File: src/rtl/skf_pkg.sv
// -----------------------------------------------------------------------------
// skf_pkg: shared constants and types for the scalar Kalman filter core
// Gain format, register indexes, defaults and the divider status bundle.
// -----------------------------------------------------------------------------
package skf_pkg;

	// default data format, Q16.16
	localparam int DATA_WIDTH_DEFAULT = 32;
	localparam int FRAC_BITS_DEFAULT  = 16;

	// gain is unsigned Q0.16, one extra bit so that exactly one fits
	localparam int GAIN_BITS  = 16;
	localparam int GAIN_WIDTH = GAIN_BITS + 1;
	localparam logic [GAIN_WIDTH-1:0] GAIN_ONE = GAIN_WIDTH'(1) << GAIN_BITS;

	// divider iteration counter, one quotient bit per cycle
	localparam int CNT_WIDTH = $clog2(GAIN_BITS);

	// configuration register indexes
	localparam int CFG_INDEX_WIDTH = 4;
	localparam logic [CFG_INDEX_WIDTH-1:0] REG_PROCESS_NOISE = CFG_INDEX_WIDTH'(0);
	localparam logic [CFG_INDEX_WIDTH-1:0] REG_MEASURE_NOISE = CFG_INDEX_WIDTH'(1);

	// divider status toward the sequencer
	typedef struct packed {
		logic busy;
		logic done;
	} skf_div_stat_t;

endpackage

File: src/rtl/skf_meas_if.sv
// -----------------------------------------------------------------------------
// skf_meas_if: measurement channel
// valid/ready handshake carrying one signed fixed-point sample.
// -----------------------------------------------------------------------------
interface skf_meas_if #(
	parameter int DATA_WIDTH = skf_pkg::DATA_WIDTH_DEFAULT
);
	logic                         valid;
	logic                         ready;
	logic signed [DATA_WIDTH-1:0] measurement;

	modport source (output valid, output measurement, input ready);
	modport sink   (input valid, input measurement, output ready);
endinterface

File: src/rtl/skf_result_if.sv
// -----------------------------------------------------------------------------
// skf_result_if: result channel
// valid/ready handshake carrying the filtered estimate and the gain used.
// -----------------------------------------------------------------------------
interface skf_result_if #(
	parameter int DATA_WIDTH = skf_pkg::DATA_WIDTH_DEFAULT
);
	import skf_pkg::*;

	logic                         valid;
	logic                         ready;
	logic signed [DATA_WIDTH-1:0] estimate;
	logic [GAIN_WIDTH-1:0]        gain;

	modport source (output valid, output estimate, output gain, input ready);
	modport sink   (input valid, input estimate, input gain, output ready);
endinterface

File: src/rtl/skf_div.sv
// -----------------------------------------------------------------------------
// skf_div: iterative gain divider
// Computes floor(pred * 2^16 / (pred + noise)) one quotient bit per cycle
// by restoring division. Zero denominator gives zero, zero noise gives one.
// -----------------------------------------------------------------------------
module skf_div #(
	parameter int DATA_WIDTH = skf_pkg::DATA_WIDTH_DEFAULT
) (
	input  logic                            clk,
	input  logic                            arst_n,
	input  logic                            start,
	input  logic [DATA_WIDTH-1:0]           pred,
	input  logic [DATA_WIDTH-1:0]           noise,
	output skf_pkg::skf_div_stat_t          stat,
	output logic [skf_pkg::GAIN_WIDTH-1:0]  gain
);
	import skf_pkg::*;

	logic [DATA_WIDTH:0]   denom_q;
	logic [DATA_WIDTH:0]   rem_q;
	logic [GAIN_BITS-1:0]  quo_q;
	logic [CNT_WIDTH-1:0]  cnt_q;
	logic                  busy_q;
	logic                  done_q;
	logic                  zero_q;
	logic                  full_q;

	logic [DATA_WIDTH+1:0] rem2;
	logic [DATA_WIDTH+1:0] diff;
	logic                  ge;

	// one shift, compare and subtract step
	assign rem2 = {rem_q, 1'b0};
	assign diff = rem2 - {1'b0, denom_q};
	assign ge   = (rem2 >= {1'b0, denom_q});

	// control
	always_ff @(posedge clk or negedge arst_n) begin
		if (!arst_n) begin
			busy_q <= 1'b0;
			done_q <= 1'b0;
			cnt_q  <= '0;
		end else begin
			done_q <= busy_q && (cnt_q == '0);
			if (start) begin
				busy_q <= 1'b1;
				cnt_q  <= CNT_WIDTH'(GAIN_BITS - 1);
			end else if (busy_q) begin
				if (cnt_q == '0)
					busy_q <= 1'b0;
				else
					cnt_q <= cnt_q - 1'b1;
			end
		end
	end

	// datapath
	always_ff @(posedge clk) begin
		if (start) begin
			denom_q <= {1'b0, pred} + {1'b0, noise};
			rem_q   <= {1'b0, pred};
			quo_q   <= '0;
			zero_q  <= (pred == '0) && (noise == '0);
			full_q  <= (noise == '0) && (pred != '0);
		end else if (busy_q) begin
			rem_q <= ge ? diff[DATA_WIDTH:0] : rem2[DATA_WIDTH:0];
			quo_q <= {quo_q[GAIN_BITS-2:0], ge};
		end
	end

	// special cases override the iterated quotient
	always_comb begin
		priority if (zero_q)
			gain = '0;
		else if (full_q)
			gain = GAIN_ONE;
		else
			gain = {1'b0, quo_q};
	end

	assign stat.busy = busy_q;
	assign stat.done = done_q;

endmodule

File: src/rtl/scalar_kalman_filter_core.sv
// -----------------------------------------------------------------------------
// scalar_kalman_filter_core: one-dimensional Kalman filter
// Smooths a stream of signed fixed-point samples with a scalar Kalman update
// on an iterative divider and one shared multiplier.
// -----------------------------------------------------------------------------
//
//  channel   kind         fields                         handshake
//  --------  -----------  -----------------------------  -----------------
//  sample    sink         measurement                    valid / ready
//  result    source       estimate, gain                 valid / ready
//  cfg       write only   cfg_index, cfg_wdata           cfg_wr_en
//
//  Between one sample's transfer and the next possible transfer the
//  sequencer runs the predict step, the one-bit-per-cycle gain divider,
//  two passes through the shared multiplier and the covariance and
//  output updates.
//  A finished result sits in the output register; the next sample is
//  taken while it waits. The sequencer only stalls on a full output.
//  Reset sets covariance to 1.03, estimate to 0, Q to 0 and R to 1.0.
//
// -----------------------------------------------------------------------------
module scalar_kalman_filter_core #(
	parameter int DATA_WIDTH = skf_pkg::DATA_WIDTH_DEFAULT,
	parameter int FRAC_BITS  = skf_pkg::FRAC_BITS_DEFAULT
) (
	input  logic                                clk,
	input  logic                                arst_n,
	skf_meas_if.sink                            sample,
	skf_result_if.source                        result,
	input  logic                                cfg_wr_en,
	input  logic [skf_pkg::CFG_INDEX_WIDTH-1:0] cfg_index,
	input  logic [DATA_WIDTH-1:0]               cfg_wdata
);
	import skf_pkg::*;

	localparam int MUL_A_WIDTH = GAIN_WIDTH + 1;
	localparam int MUL_B_WIDTH = DATA_WIDTH + 1;
	localparam int PROD_WIDTH  = MUL_A_WIDTH + MUL_B_WIDTH;

	localparam logic [DATA_WIDTH-1:0] COV_RESET =
		DATA_WIDTH'((longint'(103) << FRAC_BITS) / 100);
	localparam logic [DATA_WIDTH-1:0] R_RESET = DATA_WIDTH'(longint'(65536));
	localparam logic signed [DATA_WIDTH-1:0] SMAX = {1'b0, {(DATA_WIDTH-1){1'b1}}};
	localparam logic signed [DATA_WIDTH-1:0] SMIN = {1'b1, {(DATA_WIDTH-1){1'b0}}};

	typedef enum logic [7:0] {
		ST_IDLE = 8'b0000_0001,
		ST_PRED = 8'b0000_0010,
		ST_DIVS = 8'b0000_0100,
		ST_DIVW = 8'b0000_1000,
		ST_MULE = 8'b0001_0000,
		ST_EST  = 8'b0010_0000,
		ST_COV  = 8'b0100_0000,
		ST_DONE = 8'b1000_0000
	} state_t;

	state_t                         state_q;
	state_t                         state_d;

	// configuration and filter state
	logic [DATA_WIDTH-1:0]          q_noise_q;
	logic [DATA_WIDTH-1:0]          r_noise_q;
	logic [DATA_WIDTH-1:0]          cov_q;
	logic signed [DATA_WIDTH-1:0]   est_q;

	// per-sample working registers
	logic signed [DATA_WIDTH-1:0]   meas_q;
	logic [DATA_WIDTH-1:0]          pred_q;
	logic signed [DATA_WIDTH:0]     err_q;
	logic [GAIN_WIDTH-1:0]          gain_q;
	logic signed [PROD_WIDTH-1:0]   prod_q;

	// output register
	logic                           out_valid_q;
	logic signed [DATA_WIDTH-1:0]   out_est_q;
	logic [GAIN_WIDTH-1:0]          out_gain_q;

	logic                           in_xfer;
	logic                           out_free;
	logic [DATA_WIDTH:0]            pred_sum;
	logic [DATA_WIDTH-1:0]          pred_sat;
	logic signed [DATA_WIDTH:0]     err_d;
	logic signed [MUL_A_WIDTH-1:0]  mul_a;
	logic signed [MUL_B_WIDTH-1:0]  mul_b;
	logic signed [PROD_WIDTH-1:0]   mul_p;
	logic signed [DATA_WIDTH:0]     delta;
	logic signed [DATA_WIDTH+1:0]   est_sum;
	logic signed [DATA_WIDTH-1:0]   est_sat;
	logic [DATA_WIDTH-1:0]          cov_new;

	skf_div_stat_t                  div_stat;
	logic [GAIN_WIDTH-1:0]          div_gain;

	assign in_xfer  = sample.valid && sample.ready;
	assign out_free = !out_valid_q || result.ready;

	// predicted covariance, saturating, and the innovation
	assign pred_sum = {1'b0, cov_q} + {1'b0, q_noise_q};
	assign pred_sat = pred_sum[DATA_WIDTH] ? '1 : pred_sum[DATA_WIDTH-1:0];
	assign err_d    = {meas_q[DATA_WIDTH-1], meas_q} - {est_q[DATA_WIDTH-1], est_q};

	// gain divider
	skf_div #(
		.DATA_WIDTH(DATA_WIDTH)
	) u_div (
		.clk    (clk),
		.arst_n (arst_n),
		.start  (state_q == ST_DIVS),
		.pred   (pred_q),
		.noise  (r_noise_q),
		.stat   (div_stat),
		.gain   (div_gain)
	);

	// shared multiplier: gain * error, then (1 - gain) * prediction
	always_comb begin
		if (state_q == ST_MULE) begin
			mul_a = {1'b0, gain_q};
			mul_b = err_q;
		end else begin
			mul_a = {1'b0, GAIN_ONE - gain_q};
			mul_b = {1'b0, pred_q};
		end
	end
	assign mul_p = mul_a * mul_b;

	// estimate step, floor of the scaled product, then saturation
	assign delta   = prod_q[GAIN_BITS +: DATA_WIDTH+1];
	assign est_sum = {{2{est_q[DATA_WIDTH-1]}}, est_q} + {delta[DATA_WIDTH], delta};
	always_comb begin
		priority if ((est_sum[DATA_WIDTH+1:DATA_WIDTH-1] != '0) &&
				(est_sum[DATA_WIDTH+1:DATA_WIDTH-1] != '1))
			est_sat = est_sum[DATA_WIDTH+1] ? SMIN : SMAX;
		else
			est_sat = est_sum[DATA_WIDTH-1:0];
	end
	assign cov_new = prod_q[GAIN_BITS +: DATA_WIDTH];

	// sequencer
	always_comb begin
		state_d = state_q;
		unique case (state_q)
			ST_IDLE: if (in_xfer) state_d = ST_PRED;
			ST_PRED: state_d = ST_DIVS;
			ST_DIVS: state_d = ST_DIVW;
			ST_DIVW: if (div_stat.done) state_d = ST_MULE;
			ST_MULE: state_d = ST_EST;
			ST_EST:  state_d = ST_COV;
			ST_COV:  state_d = ST_DONE;
			ST_DONE: if (out_free) state_d = ST_IDLE;
			default: state_d = ST_IDLE;
		endcase
	end

	always_ff @(posedge clk or negedge arst_n) begin
		if (!arst_n)
			state_q <= ST_IDLE;
		else
			state_q <= state_d;
	end

	// configuration registers and filter state
	always_ff @(posedge clk or negedge arst_n) begin
		if (!arst_n) begin
			q_noise_q <= '0;
			r_noise_q <= R_RESET;
			cov_q     <= COV_RESET;
			est_q     <= '0;
		end else begin
			if (cfg_wr_en && (cfg_index == REG_PROCESS_NOISE))
				q_noise_q <= cfg_wdata;
			if (cfg_wr_en && (cfg_index == REG_MEASURE_NOISE))
				r_noise_q <= cfg_wdata;
			if (state_q == ST_EST)
				est_q <= est_sat;
			if (state_q == ST_COV)
				cov_q <= cov_new;
		end
	end

	// working registers
	always_ff @(posedge clk) begin
		if (in_xfer)
			meas_q <= sample.measurement;
		if (state_q == ST_PRED) begin
			pred_q <= pred_sat;
			err_q  <= err_d;
		end
		if ((state_q == ST_DIVW) && div_stat.done)
			gain_q <= div_gain;
		if ((state_q == ST_MULE) || (state_q == ST_EST))
			prod_q <= mul_p;
	end

	// output register
	always_ff @(posedge clk or negedge arst_n) begin
		if (!arst_n) begin
			out_valid_q <= 1'b0;
		end else begin
			if ((state_q == ST_DONE) && out_free)
				out_valid_q <= 1'b1;
			else if (result.ready)
				out_valid_q <= 1'b0;
		end
	end

	always_ff @(posedge clk) begin
		if ((state_q == ST_DONE) && out_free) begin
			out_est_q  <= est_q;
			out_gain_q <= gain_q;
		end
	end

	assign sample.ready    = (state_q == ST_IDLE);
	assign result.valid    = out_valid_q;
	assign result.estimate = out_est_q;
	assign result.gain     = out_gain_q;

`ifndef SYNTH
	// one sample at a time: no transfer right after a transfer
	a_one_in_flight: assert property (@(posedge clk) disable iff (!arst_n)
		in_xfer |=> !sample.ready)
		else $error("sample taken while another is in work");

	// the gain never exceeds one
	a_gain_range: assert property (@(posedge clk) disable iff (!arst_n)
		result.valid |-> (result.gain <= GAIN_ONE))
		else $error("gain above one");

	// divider finishes only while the sequencer waits for it
	a_div_done: assert property (@(posedge clk) disable iff (!arst_n)
		div_stat.done |-> (state_q == ST_DIVW))
		else $error("divider done outside its wait state");

	// the updated covariance never exceeds the prediction
	a_cov_bound: assert property (@(posedge clk) disable iff (!arst_n)
		(state_q == ST_COV) |-> (cov_new <= pred_q))
		else $error("covariance grew past prediction");

	// a result appears only out of the final state
	a_out_src: assert property (@(posedge clk) disable iff (!arst_n)
		$rose(out_valid_q) |-> $past(state_q == ST_DONE))
		else $error("result raised outside the output state");
`endif

endmodule
File: src/flat_wrapper.sv
// flat-port wrapper written by rule: the top's interface ports become plain ports
module scalar_kalman_filter_core_flat import skf_pkg::*;
#(
	parameter int DATA_WIDTH = skf_pkg::DATA_WIDTH_DEFAULT,
	parameter int FRAC_BITS  = skf_pkg::FRAC_BITS_DEFAULT
)
  (clk, arst_n, cfg_wr_en, cfg_index, cfg_wdata, sample_valid, sample_measurement, sample_ready, result_valid, result_estimate, result_gain, result_ready);
  skf_meas_if #(.DATA_WIDTH(DATA_WIDTH)) sample_i ();
  skf_result_if #(.DATA_WIDTH(DATA_WIDTH)) result_i ();
  input  logic clk;
  input  logic arst_n;
  input  logic cfg_wr_en;
  input  logic [skf_pkg::CFG_INDEX_WIDTH-1:0] cfg_index;
  input  logic [DATA_WIDTH-1:0] cfg_wdata;
  input wire logic [$bits(sample_i.valid)-1:0] sample_valid;
  input wire logic [$bits(sample_i.measurement)-1:0] sample_measurement;
  output wire logic [$bits(sample_i.ready)-1:0] sample_ready;
  output wire logic [$bits(result_i.valid)-1:0] result_valid;
  output wire logic [$bits(result_i.estimate)-1:0] result_estimate;
  output wire logic [$bits(result_i.gain)-1:0] result_gain;
  input wire logic [$bits(result_i.ready)-1:0] result_ready;
  assign sample_i.valid = sample_valid;
  assign sample_i.measurement = sample_measurement;
  assign sample_ready = sample_i.ready;
  assign result_valid = result_i.valid;
  assign result_estimate = result_i.estimate;
  assign result_gain = result_i.gain;
  assign result_i.ready = result_ready;
  scalar_kalman_filter_core #(.DATA_WIDTH(DATA_WIDTH), .FRAC_BITS(FRAC_BITS)) u_core (.clk(clk), .arst_n(arst_n), .sample(sample_i), .result(result_i), .cfg_wr_en(cfg_wr_en), .cfg_index(cfg_index), .cfg_wdata(cfg_wdata));
endmodule
File: config.mk
export PLATFORM = sky130hd
export DESIGN_NAME = scalar_kalman_filter_core_flat
export DESIGN_NICKNAME = d
export VERILOG_FILES = /design/src/rtl/skf_pkg.sv /design/src/rtl/skf_meas_if.sv /design/src/rtl/skf_result_if.sv /design/src/rtl/skf_div.sv /design/src/rtl/scalar_kalman_filter_core.sv /design/src/flat_wrapper.sv
export SDC_FILE = /design/constraint.sdc
export NUM_CORES = 2
export LEC_CHECK = 0
export BUFFER_PORTS_ARGS = -buffer_cell sky130_fd_sc_hd__buf_2
export CORE_MARGIN = 1
export CORE_UTILIZATION = 50
export CTS_CLUSTER_SIZE = 8
export DETAILED_ROUTE_END_ITERATION = 12
export PLACE_DENSITY = 0.69
export SYNTH_ARGS = -nofsm -noshare
export SYNTH_HDL_FRONTEND = slang
export SYNTH_SLANG_ARGS = --single-unit
File: constraint.sdc
create_clock -name clk -period 7.83 [get_ports clk]
set_clock_uncertainty 0.1 [all_clocks]
set_input_delay 1.566 -clock clk [delete_from_list [all_inputs] [get_ports clk]]
set_output_delay 1.566 -clock clk [all_outputs]
set_load 0.05 [all_outputs]
==> Yosys cells after proc, flatten, opt, wreduce, memory -nomap -nowiden <==
Cells that the tools add are included.
{ "word_totals": {"reg_bits": 439, "in_bits": 73, "out_inout_bits": 51, "elab_cells": 89} }
{ "classes": {"n_addsub": 7, "multipliers": 1, "n_lt_le_gt_ge": 1, "n_eq_ne": 14, "muxes": 20, "reduce_logical": 23} }
{ "op_table": {"columns": ["op", "n"], "rows": [
  ["32-bit 2-to-1 mux", 4],
  ["32-bit by 32-bit adder with 33-bit output", 2],
  ["33-bit 2-to-1 mux", 2],
  ["32-bit logical NOT", 2],
  ["8-bit case mux with 8 select lines", 1],
  ["18-bit by 33-bit multiplier with 49-bit output", 1],
  ["32-bit by 33-bit adder with 34-bit output", 1],
  ["34-bit by 33-bit greater-or-equal comparator with 1-bit output", 1],
  ["17-bit 2-to-1 mux", 2],
  ["32-bit by 32-bit subtractor with 33-bit output", 1],
  ["33-bit subtractor", 1],
  ["32-bit nonzero test", 1],
  ["8-bit 2-to-1 mux", 3],
  ["17-bit subtractor, first input constant", 1],
  ["4-bit 2-to-1 mux", 3],
  ["1-bit logical AND", 9],
  ["8-bit by 1-bit == test with 1-bit output, second input constant", 1],
  ["8-bit by 2-bit == test with 1-bit output, second input constant", 1],
  ["8-bit by 3-bit == test with 1-bit output, second input constant", 1],
  ["8-bit by 4-bit == test with 1-bit output, second input constant", 1],
  ["8-bit by 5-bit == test with 1-bit output, second input constant", 1],
  ["8-bit by 6-bit == test with 1-bit output, second input constant", 1],
  ["8-bit by 7-bit == test with 1-bit output, second input constant", 1],
  ["8-bit == test, second input constant", 1],
  ["14 further kinds", 23]
]} }

==> Depth between registers and ports, before layout <==
{ "depth": {"word_depth": 4, "depth_mapped": 31, "mapped_depth_nobuf": 30} }

==> Hierarchy <==
A second synthesis with hierarchy kept.
{ "hier_totals": {"cells_unflattened": 4360, "area_unflattened_um2": 42421.9} }
{ "modules_own_cells": {"columns": ["mod", "instances", "cells_per_inst", "area_each_um2", "seq_area_each_um2"], "rows": [
  ["scalar_kalman_filter_core", 1, 3566, 35200.0, 9327.7],
  ["skf_div", 1, 794, 7221.9, 2502.4]
]} }

==> Worst setup path before layout <==
Ideal clock, no wire load.
{ "synth_path": {"kind": "register to register", "start": "register u_core.state_q[0]", "end": "register u_core.prod_q[39], data pin", "setup_time_ps": 180, "t_arrival_ps": 7686, "t_required_ps": 7550, "setup_slack_ps": -136, "path_stages_with_launch": 30, "path_buffers": 4, "period_less_slack_ps": 7966, "path_cell_list": "dfstp_2 -> nor4_1 -> nand4b_1 -> clkbuf_1 -> buf_1 -> clkbuf_1 -> clkbuf_1 -> nand2_1 -> nand2_1 -> nand2_1 -> fa_1 -> inv_1 -> fa_1 -> fa_1 -> fa_1 -> fa_1 -> inv_1 -> fa_1 -> inv_1 -> ha_1 -> a21o_1 -> a21oi_1 -> o21a_1 -> a21oi_1 -> a221oi_1 -> nand2_1 -> a21oi_1 -> o21bai_1 -> a2111o_1 -> o311ai_1"} }
{ "synth_via": {"elab_chain_len": 3, "elab_cells_between_ends": 4, "classes_between": "mul: 1; eq/ne: 1; mux: 2"} }
{ "synth_lines": {"columns": ["item", "line_no", "text"], "rows": [
  ["start, declared", "scalar_kalman_filter_core.sv:57", "state_t state_q;"],
  ["start signal, assigned", "scalar_kalman_filter_core.sv:159", "state_q <= state_d;"],
  ["8-bit by 5-bit == test with 1-bit output (*)", "scalar_kalman_filter_core.sv:117", "if (state_q == ST_MULE) begin"],
  ["17-bit 2-to-1 mux / 33-bit 2-to-1 mux (equally long branches)", "scalar_kalman_filter_core.sv:117", null],
  ["18-bit by 33-bit multiplier with 49-bit output (*)", "scalar_kalman_filter_core.sv:125", "assign mul_p = mul_a * mul_b;"],
  ["net u_core.mul_p[39]", "scalar_kalman_filter_core.sv:85", "logic signed [PROD_WIDTH-1:0] mul_p;"],
  ["end signal, assigned", "scalar_kalman_filter_core.sv:192", "prod_q <= mul_p;"],
  ["end, declared", "scalar_kalman_filter_core.sv:71", "logic signed [PROD_WIDTH-1:0] prod_q;"]
]} }
Mark *: on every way through the listed nets, which the timed path passes. The rest lies on a longest branch.
A chain may end at the register's enable or synchronous reset.

==> Final worst setup path <==
{ "layout_path": {"start": "register u_core.gain_q[5]", "end": "register u_core.prod_q[48], data pin"} }
{ "layout_via": {"elab_chain_len": 3} }
{ "layout_lines": {"columns": ["item", "line_no", "text"], "rows": [
  ["start, declared", "scalar_kalman_filter_core.sv:70", "logic [GAIN_WIDTH-1:0] gain_q;"],
  ["start signal, assigned", "scalar_kalman_filter_core.sv:190", "gain_q <= div_gain;"],
  ["17-bit subtractor", "scalar_kalman_filter_core.sv:121", "mul_a = {1'b0, GAIN_ONE - gain_q};"],
  ["17-bit 2-to-1 mux (*)", "scalar_kalman_filter_core.sv:117", null],
  ["18-bit by 33-bit multiplier with 49-bit output (*)", "scalar_kalman_filter_core.sv:125", null],
  ["net u_core.mul_p[48]", "scalar_kalman_filter_core.sv:85", null]
]} }
Marked as above.

==> impl_metrics.yaml <==
routing:
  routed_wl_um: 121000
  final_antenna_net_count: 0
  first_iter_violations: 3070
  firstDrtPassIters: 6
  remaining_drc_errors: 0
  vias_per_cell: 5.58
  drt-wirelength-per-cell_um: 20.8
  via_count: 32616
synthesis:
  synthFlopType: "edfxtp_1"
  async_flop_share: 0.338
  ys.warnings.count: 0
  syn_nets: 5200
  netlist_instances: 4324
  synth_common_cells: "724 x inv_1, 549 x nand2_1, 527 x fa_1, 419 x nor2_1, 276 x ha_1"
  netlist_top_cells_area: "fa_1 25%, edfxtp_1 19%, ha_1 8.2%, dfrtp_1 7.9%, inv_1 6.5%"
  synth_edf_count: 263
  avgSynthCellArea_um2: 9.72
  syn_area_um2: 42000
  ys_ff_latch: 423
  synth_top_cell_area_share: 0.251
  synth_most_common_cell: "inv_1"
  synth_top_cell_by_area: "fa_1"
  yosysSeqAreaShare: 0.281
  synth_cell_types: 80
sta:
  period_share: 0.997
  rsz0062_at_grt: "yes"
  hold_violations: 0
  drv_slew: 0
  max_freq_mhz: 128
  slew_headroom: 0.257
  worstMarginPinSlew_ns: 1.11
  setup_viol: 0
  fin_crit_ns: 7.81
  setup_tns_ns: 0
grt:
  first_global_vias: 32217
  overflow: 0
  grt_start_max_net_pins: 73
  grt_util_all_layers: 0.289
  antenna_found_initial: 4
  grt_pass1_wl_um: 188000
clock_tree:
  cts_tree: "done"
  htreeDepth: 2
  cts_buffers: 59
  cts_root_buffer: "clkbuf_16"
  clk_pin_slew_ns: 0.05
  clock_latency_ns: 0.65
  ctsLongestPathBuffers: 3
  cts.sinks: 423
floorplan:
  core_area_um2: 82600
  io_pins: 124
  die_area_um2: 85300
  start_util: 0.509
  row_count: 105
  die_x_um: 292
  die_h_um: 292
placed_design:
  place_hpwl_um: 98200
  place_area_um2: 46200
  io_buffers: 123
  finalWeightedCongestion: 0.961
finish:
  final_design_area_no_fill_um2: 48800
  final_nets: 5599
  area_delta_synth_final_pct: 16.1
  fillers: 6885
  diodes: 0
  final_layout_size_suffix_gt1_frac: 0.163
flow_run:
  cap_violations: 0
worst_setup_path:
  required_ns: 8.07
  crit_slowest_cell: "or4_4"
  crit_type: "flip-flop to flip-flop"
  max_stage_delay_ns: 0.59
  crit_fanout: 7
  cp_data_arrival_time_ns: 8.05
  endpoint_kind: "flip-flop"
  startpoint_type: "flip-flop"
  crit_top_cell: "fa_1"
outcome:
  outcome: "completed"
min_path:
  hold_path.class: "flip-flop to flip-flop"
## per-layer routing
metal	global-route usage	wire length [µm]	up-vias
met2	0.443	54100	1269
met5	0	39	-
met1	0.411	51900	16198
met4	0.106	4970	6
met3	0.0517	10500	245
li1	-	-	14898
## worst paths after layout
path	startpoint	end	slack, ns	cells past startpoint
max in group asynchronous	arst_n	u_core.est_q[7]	5.33	2
setup reg to reg	u_core.gain_q[5]	u_core.prod_q[48]	0.02	31
min in group asynchronous	arst_n	u_core.est_q[2]	0.90	1
hold / removal	u_core.u_div.quo_q[15]	u_core.u_div.quo_q[15]	0.38	2
setup / recovery	u_core.gain_q[5]	u_core.prod_q[48]	0.02	31
hold reg to reg	u_core.u_div.quo_q[15]	u_core.u_div.quo_q[15]	0.38	2
## layout by cell type (no fill, tap or decap), types with 30 or more instances in the layout
cell         n
buf_4      301
inv_1      713
o21a_1      39
clkbuf_1    46
nand2b_1    36
nor3_1      42
mux2_2      95
edfxtp_1   263
and2_1      32
xor2_1      57
and3_1      30
a21oi_1    197
fa_1       511
buf_2      122
clkbuf_16   59
a21o_1      75
dfrtp_1    132
mux2i_1     79
nand3_1     34
nor2_1     403
ha_1       265
xnor2_1    112
o21ai_0     83
nand2_1    542
## per-stage QoR
stage / setup slack (ns) / utilization / instances / hold slack [ns]
2_1_floorplan: -0.0740 / - / 4324 / 0.324
3_3_place_gp: -0.135 / 0.559 / 5692 / 0.368
3_5_place_dp: -0.240 / 0.559 / 5692 / 0.385
4_1_cts: -0.0162 / 0.583 / 5819 / 0.394
5_1_grt: -0.233 / 0.591 / 5842 / 0.427
6_report: 0.0244 / 0.591 / 5842 / 0.385
## final cells by class
type | instances | area, µm² | area share
Sequential cell | 423 | 11800 | 0.242
Inverter | 725 | 2730 | 0.0558
Tap cell | 1070 | 1340 | 0.0274
Clock buffer | 106 | 1660 | 0.0341
Timing Repair Buffer | 468 | 3600 | 0.0738
Multi-Input combinational cell | 3046 | 27600 | 0.564
Clock inverter | 4 | 100 | 0.00205
## state kept, by name (all words and copies together) (netlist names), 33 cells and up
name	cells
u_core.err_q	33
u_core.prod_q	33
u_core.u_div.denom_q	33
u_core.u_div.rem_q	33
## worst max-delay path, delay by kind of cell (launching register included)
kind,cells,cell delay [ns]
AO/OA/AOI/OAI,4,0.49
XOR/XNOR,2,0.30
adder cells (fa/ha/maj),7,3.25
buffers and inverters,10,1.17
flip-flops,1,0.37
AND/OR/NAND/NOR,8,1.86
## timing repair
item,4_1_cts,5_1_grt
setup buffers,17,25
pin swaps,19,57
resized for setup,22,115
setup endpoints to repair,15,24
hold buffers,0,0
## cells by family after synthesis
family,after synthesis,share of synthesized area
compound gates,603,0.0924
flops,423,0.281
mux,175,0.0445
fa+ha+maj,803,0.333
simple gates,1281,0.133
xor+xnor,184,0.0383
buf+inv,855,0.0775
Power is left out: the tool's default activity adds up to more than one toggle a clock period on the data nets, which glitch-free logic cannot reach.
